<file path="src/rtl/lbs_pkg.sv">
`default_nettype none
package lbs_pkg;

    localparam int SHADE_LEVELS  = 64;
    localparam int TABLE_COLS    = 256;
    localparam int TABLE_ENTRIES = SHADE_LEVELS * TABLE_COLS;
    localparam int ROW_W         = $clog2(SHADE_LEVELS);
    localparam int COL_W         = $clog2(TABLE_COLS);
    localparam int ADDR_W        = ROW_W + COL_W;

    localparam int BLOCK_EDGE    = 16;
    localparam int EDGE_SHIFT    = $clog2(BLOCK_EDGE);
    localparam int POS_W         = EDGE_SHIFT;
    localparam int LIGHT_SHIFT   = 16;
    localparam int LEVEL_SHIFT   = 18;
    localparam int LEVEL_W       = LEVEL_SHIFT + ROW_W;
    // a block started at the smallest edge can walk sixteen rows at half-edge steps
    // once the mip level grows, so edges and spans carry five extra bits
    localparam int SPAN_W        = LEVEL_W + EDGE_SHIFT + 1;

    localparam logic [7:0] LIGHT_MAX = 8'hff;

    localparam int CMDQ_DEPTH    = 4;
    localparam int RESQ_DEPTH    = 4;

    localparam logic [1:0] OP_WRITE = 2'd0;
    localparam logic [1:0] OP_START = 2'd1;
    localparam logic [1:0] OP_TEXEL = 2'd2;

    typedef logic signed [SPAN_W-1:0] t_span;
    typedef logic [LEVEL_W-1:0]       t_level;

    typedef enum logic [1:0] {
        CMD_WRITE,
        CMD_START,
        CMD_TEXEL
    } t_cmd_kind;

    typedef struct packed {
        logic [1:0]       operation;
        logic [7:0]       light_top_left;
        logic [7:0]       light_top_right;
        logic [7:0]       light_bottom_left;
        logic [7:0]       light_bottom_right;
        logic [COL_W-1:0] texel;
        logic [ROW_W-1:0] shade_row;
        logic [7:0]       shade_value;
    } t_in_item;

    typedef struct packed {
        logic [7:0]       pixel;
        logic [POS_W-1:0] column;
        logic [POS_W-1:0] row;
        logic             last_of_block;
    } t_result;

    typedef struct packed {
        t_cmd_kind        kind;
        logic [7:0]       inv_top_left;
        logic [7:0]       inv_top_right;
        logic [7:0]       inv_bottom_left;
        logic [7:0]       inv_bottom_right;
        logic [COL_W-1:0] texel;
        logic [ROW_W-1:0] shade_row;
        logic [7:0]       shade_value;
    } t_cmd;

    typedef struct packed {
        logic [POS_W-1:0] column;
        logic [POS_W-1:0] row;
        logic             last_of_block;
    } t_pix_meta;

endpackage
`default_nettype wire

</file>
<file path="src/rtl/lbs_cmd_queue.sv">
`default_nettype none
module lbs_cmd_queue (
    input  var logic          i_clk,
    input  var logic          i_rst_n,
    input  var logic          i_push,
    input  var lbs_pkg::t_cmd i_cmd,
    output logic              o_full,
    input  var logic          i_pop,
    output logic              o_empty,
    output lbs_pkg::t_cmd     o_head
);

    localparam int PTR_W = $clog2(lbs_pkg::CMDQ_DEPTH);
    localparam int CNT_W = $clog2(lbs_pkg::CMDQ_DEPTH + 1);

    lbs_pkg::t_cmd    r_entry [lbs_pkg::CMDQ_DEPTH];
    logic [PTR_W-1:0] r_wr_ptr, n_wr_ptr;
    logic [PTR_W-1:0] r_rd_ptr, n_rd_ptr;
    logic [CNT_W-1:0] r_count, n_count;
    logic             do_push;
    logic             do_pop;

    assign o_full  = (r_count == CNT_W'(lbs_pkg::CMDQ_DEPTH));
    assign o_empty = (r_count == '0);
    assign o_head  = r_entry[r_rd_ptr];
    assign do_push = i_push && !o_full;
    assign do_pop  = i_pop && !o_empty;

    always_comb begin
        n_wr_ptr = do_push ? r_wr_ptr + PTR_W'(1) : r_wr_ptr;
        n_rd_ptr = do_pop  ? r_rd_ptr + PTR_W'(1) : r_rd_ptr;
        n_count  = r_count + CNT_W'(do_push) - CNT_W'(do_pop);
    end

    always_ff @(posedge i_clk) begin
        if (!i_rst_n) begin
            r_wr_ptr <= '0;
            r_rd_ptr <= '0;
            r_count  <= '0;
        end else begin
            r_wr_ptr <= n_wr_ptr;
            r_rd_ptr <= n_rd_ptr;
            r_count  <= n_count;
        end
    end

    always_ff @(posedge i_clk) begin
        if (do_push) begin
            r_entry[r_wr_ptr] <= i_cmd;
        end
    end

endmodule
`default_nettype wire

</file>
<file path="config.mk">
export PLATFORM = sky130hd
export DESIGN_NAME = lbs_cmd_queue
export DESIGN_NICKNAME = d
export VERILOG_FILES = /design/src/rtl/lbs_pkg.sv /design/src/rtl/lbs_cmd_queue.sv
export SDC_FILE = /design/constraint.sdc
export NUM_CORES = 1
export LEC_CHECK = 0
export BUFFER_PORTS_ARGS = -buffer_cell sky130_fd_sc_hd__buf_2
export CORE_ASPECT_RATIO = 0.75
export CORE_MARGIN = 2
export CORE_UTILIZATION = 59
export DETAILED_ROUTE_END_ITERATION = 16
export PLACE_DENSITY = 0.86
export SYNTH_ARGS = -nofsm -noshare
export SYNTH_HDL_FRONTEND = slang
export SYNTH_SLANG_ARGS = --single-unit
</file>
<file path="constraint.sdc">
create_clock -name i_clk -period 4.83 [get_ports i_clk]
set_clock_uncertainty 0.2 [all_clocks]
set_input_delay 0.2415 -clock i_clk [delete_from_list [all_inputs] [get_ports i_clk]]
set_output_delay 0.2415 -clock i_clk [all_outputs]
set_load 0.01 [all_outputs]
</file>
==> results by group <==
Run status
  – Status: finished, final reports clean

Worst setup path
  – Critical path startpoint category: flip-flop
  – CP max FO: 38
  – Critical Path Sink Type: output pin
  – CP arrival: 2.57 ns
  – Req. time, crit path: 4.39 ns
  – Setup CP Type: reg2out

Synth
  – Post-synth top area share: 78.2%
  – Syn_area_per_cell: 25.1 µm²
  – Post-synth ARST share: 0%
  – Synth Instances: 343
  – Seq/Total Area, Yosys: 80.3%
  – Netlist Area Pre-Place: 8600 µm²
  – Count leader, synth: edfxtp_1
  – Mapped Nets: 410
  – YS warnings: 0
  – EDFF count, synth: 224
  – Largest area contributor in the netlist: edfxtp_1
  – Area contributors post-synth: edfxtp_1 78%, mux4_2 15%, dfxtp_1 2.1%, buf_12 0.93%, ha_1 0.87%
  – Commonest cells post-synth: 224 x edfxtp_1, 56 x mux4_2, 9 x dfxtp_1, 7 x and2_1, 7 x buf_2
  – Flop and latch count out of synthesis: 233
  – Synth cell types: 22
  – Most used flip-flop cell after synthesis: edfxtp_1

CTS
  – Root buffer selected by CTS: clkbuf_16
  – CTS resizes: 0
  – CTS Buffer Depth: 3
  – Clk sinks: 233
  – CTS Buf Count: 22
  – CTS tree: done
  – Worst skew pair latency: 0.48 ns
  – H-tree Lvls: 1
  – Reg clk slew, reported paths: 0.06 ns

Drt
  – WL final: 15.5 mm
  – Number of remaining DRC errors: 0
  – DRT iter0 DRCs: 218
  – Wire per inst: 20.7 µm
  – Detailed-route via count: 4,163
  – Vias/cell: 5.55
  – DRT Pass-1 Iters: 5
  – ANT nets after route: 0

Cells and area
  – Nets: 601
  – Layout cells sized above 1: 39.5%
  – Area Growth Syn to Fin: 24.2%
  – N_diodes: 0
  – Post-Layout Inst Area: 10,700 µm²
  – Number of fillers in the final layout: 811
  – Non-Filler Instances: 750

Pwr
  – Overall Power: 5.39 mW
  – P per Cell Area: 505 nW/µm²
  – Internal power: 4.07 mW
  – Pleak: 3.66 nW
  – Combinational share of power: 19.2%
  – Sw Pwr: 1.33 mW
  – Seq pwr share: 48.0%
  – Worst vdd ir: 0.480 mV
  – Sw frac: 24.6%
  – Clk pwr share: 32.8%

Floorplan
  – Site Rows: 38
  – Die area: 15,600 µm²
  – Core area: 14,400 µm²
  – Die width: 143 µm
  – # IOs: 118
  – Initial Util: 59.9%
  – Die Y: 109 µm

Place
  – Placed cells: 652
  – PortBufs: 117
  – Cell area after placement: 9360 µm²
  – GPL Wtd Cong: 0.707
  – Post-DP HPWL: 9.13 mm

Global route
  – GRT Total Usage: 20.4%
  – Vias in the first global route: 4,371
  – Initial antenna violation count: 0
  – Total grt overflow: 0
  – Largest net degree at the start of global routing: 41
  – First-pass GRT wire length: 23.7 mm

STA
  – Crit share post-route: 62.3%
  – Fmax: 332 MHz
  – Final Setup Violations: 0
  – Final min period: 3.01 ns
  – Final Max Slew Viols: 0
  – Slew @ Worst Pin: 1.05 ns
  – RSZ-0062 raised after global routing: false
  – Slew HR: 29.8%
  – Final Hold Viols: 0
  – Setup tns final: 0 ns

Worst hold path
  – Worst min path class: in2reg

Run
  – Max-Cap Viols: 0
==> worst max-delay path: stages (launching register included) <==
cell	delay (ns)
dfxtp_4	0.84
buf_4	0.49
mux4_2	0.59
buf_2	0.16
==> state kept, by name, summed over array words and instances (netlist names), named ones only <==
register,flops
r_count,3
r_entry,224
r_wr_ptr,2
r_rd_ptr,2
==> area by class of cell <==
cell class              instances  area (µm²)  share of cell area [%]
clock buffers                  27         591                    5.53
clock inverters                13         160                    1.50
inverters                       6        22.5                   0.211
multi-input cells              90        1540                    14.4
well taps                     200         250                    2.34
repair buffers                181        1210                    11.3
flip-flops and latches        233        6910                    64.7
==> final timing paths <==
path	slack, ns	end	cells after the start	from
worst max-delay path	1.82	o_head[43]	3	flip-flop
worst min-delay path	0.04	r_wr_ptr[0]	3	i_push
worst max register to register	1.99	r_entry[0][48]	4	r_count[2]
worst min register to register	0.30	flip-flop	2	r_rd_ptr[1]
==> layout by cell type, fill, tap and decap left out, types with 7 or more instances in the layout <==
cell / n
buf_2: 117
clkbuf_16: 23
dfxtp_1: 7
dlygate4sd3_1: 58
edfxtp_1: 224
mux4_2: 56
==> kinds of logic after synthesis <==
group	after synthesis	share of synthesized area (%)
AO/OA/AOI/OAI	4	0.262
adder cells (fa/ha/maj)	7	1.11
flip-flops	233	80.3
multiplexers	58	14.9
buffers and inverters	20	1.86
XOR/XNOR	2	0.204
AND/OR/NAND/NOR	19	1.38
==> timing repair <==
action,CTS,global route
setup buffers,0,0
hold buffers,58,0
hold endpoints to repair,233,0
==> routing by layer <==
metal	share of wire [%]	up-vias	global-route usage [%]
met1	41	2149	28.2
met4	1.5	0	3.92
met3	6.8	22	4.47
met2	50	163	34.5
li1	-	1829	-
met5	0	-	0
==> power groups by stage <==
| stage | registers (mW) | clock network [mW] | logic [mW] |
|---|---|---|---|
| global placement | 2.62 | 0 | 0.982 |
| detailed placement | 2.64 | 0 | 1.01 |
| CTS | 2.60 | 1.80 | 1.05 |
| global route | 2.62 | 1.87 | 1.11 |
| floorplan | 2.54 | 0 | 0.763 |
| finish | 2.59 | 1.77 | 1.03 |
==> metrics by stage <==
step	setup WS, ns	util [%]	hold WS, ns
2_1_floorplan	2.11	-	0.140
6_report	1.82	74.4	0.0440
5_1_grt	1.62	74.4	0.0548
4_1_cts	1.73	74.4	0.0360
3_3_place_gp	2.10	65.2	0.252
3_5_place_dp	1.96	65.2	0.262
(Power assumes the default switching activity.)
