--- src/rtl/lbs_pkg.sv ---
`default_nettype none
package lbs_pkg;

    localparam int SHADE_LEVELS  = 64;
    localparam int TABLE_COLS    = 256;
    localparam int TABLE_ENTRIES = SHADE_LEVELS * TABLE_COLS;
    localparam int ROW_W         = $clog2(SHADE_LEVELS);
    localparam int COL_W         = $clog2(TABLE_COLS);
    localparam int ADDR_W        = ROW_W + COL_W;

    localparam int BLOCK_EDGE    = 16;
    localparam int EDGE_SHIFT    = $clog2(BLOCK_EDGE);
    localparam int POS_W         = EDGE_SHIFT;
    localparam int LIGHT_SHIFT   = 16;
    localparam int LEVEL_SHIFT   = 18;
    localparam int LEVEL_W       = LEVEL_SHIFT + ROW_W;
    // a block started at the smallest edge can walk sixteen rows at half-edge steps
    // once the mip level grows, so edges and spans carry five extra bits
    localparam int SPAN_W        = LEVEL_W + EDGE_SHIFT + 1;

    localparam logic [7:0] LIGHT_MAX = 8'hff;

    localparam int CMDQ_DEPTH    = 4;
    localparam int RESQ_DEPTH    = 4;

    localparam logic [1:0] OP_WRITE = 2'd0;
    localparam logic [1:0] OP_START = 2'd1;
    localparam logic [1:0] OP_TEXEL = 2'd2;

    typedef logic signed [SPAN_W-1:0] t_span;
    typedef logic [LEVEL_W-1:0]       t_level;

    typedef enum logic [1:0] {
        CMD_WRITE,
        CMD_START,
        CMD_TEXEL
    } t_cmd_kind;

    typedef struct packed {
        logic [1:0]       operation;
        logic [7:0]       light_top_left;
        logic [7:0]       light_top_right;
        logic [7:0]       light_bottom_left;
        logic [7:0]       light_bottom_right;
        logic [COL_W-1:0] texel;
        logic [ROW_W-1:0] shade_row;
        logic [7:0]       shade_value;
    } t_in_item;

    typedef struct packed {
        logic [7:0]       pixel;
        logic [POS_W-1:0] column;
        logic [POS_W-1:0] row;
        logic             last_of_block;
    } t_result;

    typedef struct packed {
        t_cmd_kind        kind;
        logic [7:0]       inv_top_left;
        logic [7:0]       inv_top_right;
        logic [7:0]       inv_bottom_left;
        logic [7:0]       inv_bottom_right;
        logic [COL_W-1:0] texel;
        logic [ROW_W-1:0] shade_row;
        logic [7:0]       shade_value;
    } t_cmd;

    typedef struct packed {
        logic [POS_W-1:0] column;
        logic [POS_W-1:0] row;
        logic             last_of_block;
    } t_pix_meta;

endpackage
`default_nettype wire

--- src/rtl/lbs_front.sv ---
`default_nettype none
module lbs_front (
    input  var lbs_pkg::t_in_item i_item,
    input  var logic              i_push,
    output logic                  o_full,
    output logic                  o_cmd_push,
    output lbs_pkg::t_cmd         o_cmd,
    input  var logic              i_cmd_full
);

    logic accept;

    assign o_full = i_cmd_full;
    assign accept = i_push && !i_cmd_full;

    always_comb begin
        o_cmd.inv_top_left     = lbs_pkg::LIGHT_MAX - i_item.light_top_left;
        o_cmd.inv_top_right    = lbs_pkg::LIGHT_MAX - i_item.light_top_right;
        o_cmd.inv_bottom_left  = lbs_pkg::LIGHT_MAX - i_item.light_bottom_left;
        o_cmd.inv_bottom_right = lbs_pkg::LIGHT_MAX - i_item.light_bottom_right;
        o_cmd.texel            = i_item.texel;
        o_cmd.shade_row        = i_item.shade_row;
        o_cmd.shade_value      = i_item.shade_value;
        o_cmd.kind             = lbs_pkg::CMD_TEXEL;
        o_cmd_push             = 1'b0;
        unique case (i_item.operation)
            lbs_pkg::OP_WRITE: begin
                o_cmd.kind = lbs_pkg::CMD_WRITE;
                o_cmd_push = accept;
            end
            lbs_pkg::OP_START: begin
                o_cmd.kind = lbs_pkg::CMD_START;
                o_cmd_push = accept;
            end
            lbs_pkg::OP_TEXEL: begin
                o_cmd.kind = lbs_pkg::CMD_TEXEL;
                o_cmd_push = accept;
            end
            default: begin
                // unused code, item taken and dropped
                o_cmd_push = 1'b0;
            end
        endcase
    end

endmodule
`default_nettype wire

--- config.mk ---
export PLATFORM = sky130hd
export DESIGN_NAME = lbs_front
export DESIGN_NICKNAME = d
export VERILOG_FILES = /design/src/rtl/lbs_pkg.sv /design/src/rtl/lbs_front.sv
export SDC_FILE = /design/constraint.sdc
export NUM_CORES = 1
export LEC_CHECK = 0
export ABC_AREA = 1
export BUFFER_PORTS_ARGS = -buffer_cell sky130_fd_sc_hd__buf_2
export CORE_AREA = 2 2 46 48
export DETAILED_ROUTE_END_ITERATION = 8
export DIE_AREA = 0 0 48 50
export GPL_TIMING_DRIVEN = 0
export MAX_ROUTING_LAYER = met4
export PLACE_DENSITY = 0.9
export SLEW_MARGIN = 20
export SYNTH_ARGS = -nofsm -noshare
export SYNTH_HDL_FRONTEND = slang
export SYNTH_SLANG_ARGS = --single-unit
--- constraint.sdc ---
create_clock -name vclk -period 0.8
set_input_delay 0.24 -clock vclk [all_inputs]
set_output_delay 0.24 -clock vclk [all_outputs]
set_load 0.05 [all_outputs]
==> results.toml, run 1 <==
[sta]
maxSlewHeadroom_pct = 89.3
hold_viol = 0
fin_ws_ps = -114
rsz0062_at_grt = "true"
min_period_ps = 914
min_period_over_period_pct = 114
maxClockFrequency_ghz = 1.09
setup-violations-final = 4
maxSlewViolCount = 0
worst_pin_slew_ps = 162

[die]
die_w_microns = 48
placement_rows = 16
die_area_sq_mm = 0.00240
chipHeight_microns = 50
initial_core_util_pct = 17.1
io_pins = 116
coreArea_sq_mm = 0.00190

[pwr]
power_frac_seq_pct = 0
p_int_uw = 428
p_per_area_mw_per_mm2 = 963
power.switching_uw = 707
vdd_drop_max_uv = 662
leakage_nw = 0.777
pwr-share-comb_pct = 100.0
clock_power_share_pct = 0
swShare_pct = 62.3

[placed_design]
post-place-ws_ps = -252
io_buffers = 94
hpwl_microns = 1250
routabilityCongestion = 0.722
dp_cells = 184

[synth]
synthCells = 63
synth_seq_area_share_pct = 0
avgSynthCellArea_sq_um = 5.16
synth_cell_types = 6
synth_nets = 121
syn-cell-area_sq_um = 325
yosys_warnings = 0

[grt]
antenna_found_initial = 0
grt_pass1_vias = 553
grt_first_pass_wirelength_microns = 1970
met3_usage_pct = 0
grt.busiest_layer = "met2"
grt_overflow = 0
met2_usage_pct = 24.0
globalRouteMet1Util_pct = 10.0
grt_max_degree = 4
track_usage_pct = 11.0

[drt]
num_vias = 626
ant_nets = 0
first_pass_iters = 4
wl_microns = 1680
routed_via_density = 3.40
drcViolationCount = 0
drt_iter0_markers = 2
wl_per_cell_microns = 9.11

[finish]
seq_cell_count = 0
drive_above_1_share_pct = 89.8
clock_buffers = 0
diodes = 0
seq_area_sq_um = 0
stdcell_count = 184
nets = 217
areaGrowthSynthToFinish_pct = 262
mostFrequentLayoutCells = "buf_4 (34), buf_6 (34), buf_2 (33)"
fin_util_pct = 62.0

[critical_path]
path_max_fanout = 2
cp.arrival_ps = 670
critPathKind = "input pin to primary output"
critPathRequiredTime_ps = 560
endpoint_kind = "primary output"
start_kind = "input pin"

[cts]
cts_hold_buf = 0
postCtsSetupBuffers = 0

[status]
status = "complete, but fails checks"
violations = "negative setup slack"

[worst_hold_path]
hp-class = "input pin to primary output"

[run]
drv_cap = 0
[metal layers]
layer / share of wire, % / up-vias
li1: - / 318
met5: 0 / -
met1: 26 / 240
met3: 16 / 2
met4: 0.60 / 0
met2: 57 / 66
[power by group through the flow]
stage	combinational [mW]	clock, mW	sequential, mW
after global routing	1.18	0	0
after CTS	1.06	0	0
after floorplan	0.697	0	0
final	1.14	0	0
after detailed placement	0.922	0	0
after global placement	0.916	0	0
[cells by family (layout without fill, tap and decap cells)]
logic type | count (synthesis) | after routing | share of synthesized area [%]
and+or+nand+nor | 4 | 4 | 5.39
buffers and inverters | 59 | 153 | 94.6
[what timing repair did]
action / 4_1_cts / 5_1_grt
endpoints found under the hold margin: 0 / 0
resized for setup: 72 / 50
pin swaps: 2 / 2
endpoints found under the setup margin: 48 / 41
[worst paths after layout]
check / startpoint / to / cells after the start
max: i_item[54] / o_cmd_push / 5
min: i_item[36] / o_cmd[36] / 3
[synthesized netlist by cell type]
cell      count  area [sq um]
nand2_1       2          7.51
nor2_1        1          3.75
clkbuf_1      1          3.75
inv_1        35           131
buf_4        23           173
nor2_2        1          6.26
[worst max-delay path: stages]
cell     delay, ps
buf_8          100
nand2_4         50
inv_2           40
nor2_4         100
buf_8          150
[per-stage QoR]
step                hold slack, ps  power (mW)  cell area (sq um)  TNS (ps)
floorplan                      539       0.697                349     -31.5
global placement               772       0.916                853     -2530
detailed placement             773       0.922                853     -2680
CTS                            732        1.06               1060      -219
global route                   737        1.18               1180      -248
finish                         728        1.14               1180      -202
[layout make-up]
type / count / area (sq um)
timing repair buffer: 94 / 792
fill: 169 / 723
buffer: 24 / 181
inverter: 35 / 131
multi-input combinational: 4 / 40.0
tap: 27 / 33.8
No activity file was read; power rests on OpenSTA's default activity.
==> run 2: changes to the inputs <==
--- a/config.mk
+++ b/config.mk
@@ -7,12 +7,13 @@
 export LEC_CHECK = 0
 export ABC_AREA = 1
 export BUFFER_PORTS_ARGS = -buffer_cell sky130_fd_sc_hd__buf_2
-export CORE_AREA = 2 2 46 48
+export CELL_PAD_IN_SITES_DETAIL_PLACEMENT = 1
+export CELL_PAD_IN_SITES_GLOBAL_PLACEMENT = 1
+export CORE_UTILIZATION = 10
 export DETAILED_ROUTE_END_ITERATION = 8
-export DIE_AREA = 0 0 48 50
 export GPL_TIMING_DRIVEN = 0
 export MAX_ROUTING_LAYER = met4
-export PLACE_DENSITY = 0.9
+export PLACE_DENSITY = 0.95
 export SLEW_MARGIN = 20
 export SYNTH_ARGS = -nofsm -noshare
 export SYNTH_HDL_FRONTEND = slang
==> results.toml, run 2 (synthesized netlist as in run 1, its figures left out) <==
[finish]
seq_area_sq_um = 0
fin_util_pct = 39.3
diodes = 0
fin_area_sq_mm = 0.00121
mostFrequentLayoutCells = "buf_6 (35), buf_4 (35), buf_2 (34)"
seq_cell_count = 0
areaGrowthSynthToFinish_pct = 272
clock_buffers = 0
nets = 217
drive_above_1_share_pct = 92.4

[placed_design]
routabilityCongestion = 0.593
place_area_sq_um = 875
hpwl_microns = 1390
post-place-ws_ps = -265
io_buffers = 94

[die]
initial_core_util_pct = 10.6
chipHeight_microns = 59.0
placement_rows = 20
die_area_sq_mm = 0.00349
io_pins = 116
die_w_microns = 59.0
coreArea_sq_mm = 0.00308

[worst_hold_path]
min_path_cells = 3
hp-class = "input pin to primary output"
hold_end = "o_cmd[35]"
hp-start = "i_item[35]"

[run]
drv_cap = 0

[grt]
grt_overflow = 0
grt_first_pass_wirelength_microns = 2300
grt_max_degree = 4
antenna_found_initial = 0
track_usage_pct = 8.52
grt_pass1_vias = 621

[pwr]
power_frac_seq_pct = 0
p_int_uw = 432
swShare_pct = 62.3
vdd_drop_max_uv = 273
leakage_nw = 0.774
clock_power_share_pct = 0
power.switching_uw = 715
pwr-share-comb_pct = 100.0
p_per_area_mw_per_mm2 = 948

[drt]
ant_nets = 0
drt_iter0_markers = 4
drcViolationCount = 0
num_vias = 686
wl_microns = 1790
wl_per_cell_microns = 8.88
routed_via_density = 3.41
first_pass_iters = 2

[status]
violations = "negative setup slack"
status = "complete, but fails checks"

[sta]
min_period_over_period_pct = 116
maxClockFrequency_ghz = 1.08
worst_pin_slew_ps = 248
maxSlewViolCount = 0
maxSlewHeadroom_pct = 83.6
fin_hold_ws_ps = 728
rsz0062_at_grt = "true"
fin_ws_ps = -130
min_period_ps = 930
setup-violations-final = 4
hold_viol = 0

[critical_path]
path_max_fanout = 2
cp.arrival_ps = 690
endpoint_kind = "primary output"
start_kind = "input pin"
critPathKind = "input pin to primary output"
critPathRequiredTime_ps = 560

[cts]
cts_hold_buf = 0
run 2: changes by cell type in the layout (fill, tap and decap cells not counted), sizes merged:
cell | before | now
buf | 107 | 110
clkbuf | 11 | 8
run 2: worst max-delay path by stage:
stage,startpoint,endpoint,depth (start not counted)
6_report,i_item[54],o_cmd_push,5
5_1_grt,i_item[54],o_cmd_push,5
4_1_cts,i_cmd_full,o_cmd_push,5
3_5_place_dp,i_item[55],o_cmd_push,5
3_3_place_gp,i_item[55],o_cmd_push,5
2_1_floorplan,i_item[55],o_cmd_push,3
run 2: metrics by stage:
stage / TNS [ps] / std cells / power, mW
2_1_floorplan: -31.5 / 63 / 0.697
3_3_place_gp: -2500 / 201 / 0.914
3_5_place_dp: -2800 / 201 / 0.927
4_1_cts: -249 / 201 / 1.10
5_1_grt: -269 / 201 / 1.19
6_report: -222 / 201 / 1.15
run 2: cell type report:
type	count	area, sq um
tap	44	55.1
inverter	35	136
fill	399	1870
multi-input combinational	4	40.0
timing repair buffer	94	790
buffer	24	188
run 2: timing repair:
action,4_1_cts,5_1_grt
endpoints found under the setup margin,49,34
gates resized for setup,91,38
pin swaps,3,3
setup buffers,0,0
run 2: worst max-delay path, stage by stage:
cell and delay, ps:
buf_8 100, nand2_4 60, inv_4 30, nor2_4 100, buf_8 150
run 2: power groups by stage:
stage	combinational, mW	clock (mW)	sequential, mW
2_1_floorplan	0.697	0	0
3_3_place_gp	0.914	0	0
3_5_place_dp	0.927	0	0
4_1_cts	1.10	0	0
5_1_grt	1.19	0	0
6_report	1.15	0	0
run 2: per-layer routing:
metal	track usage [%]	share of wire, %	vias up
met4	0	0	0
li1	-	-	318
met3	0.218	12	0
met5	-	0	-
met2	21.6	64	63
met1	6.22	24	305
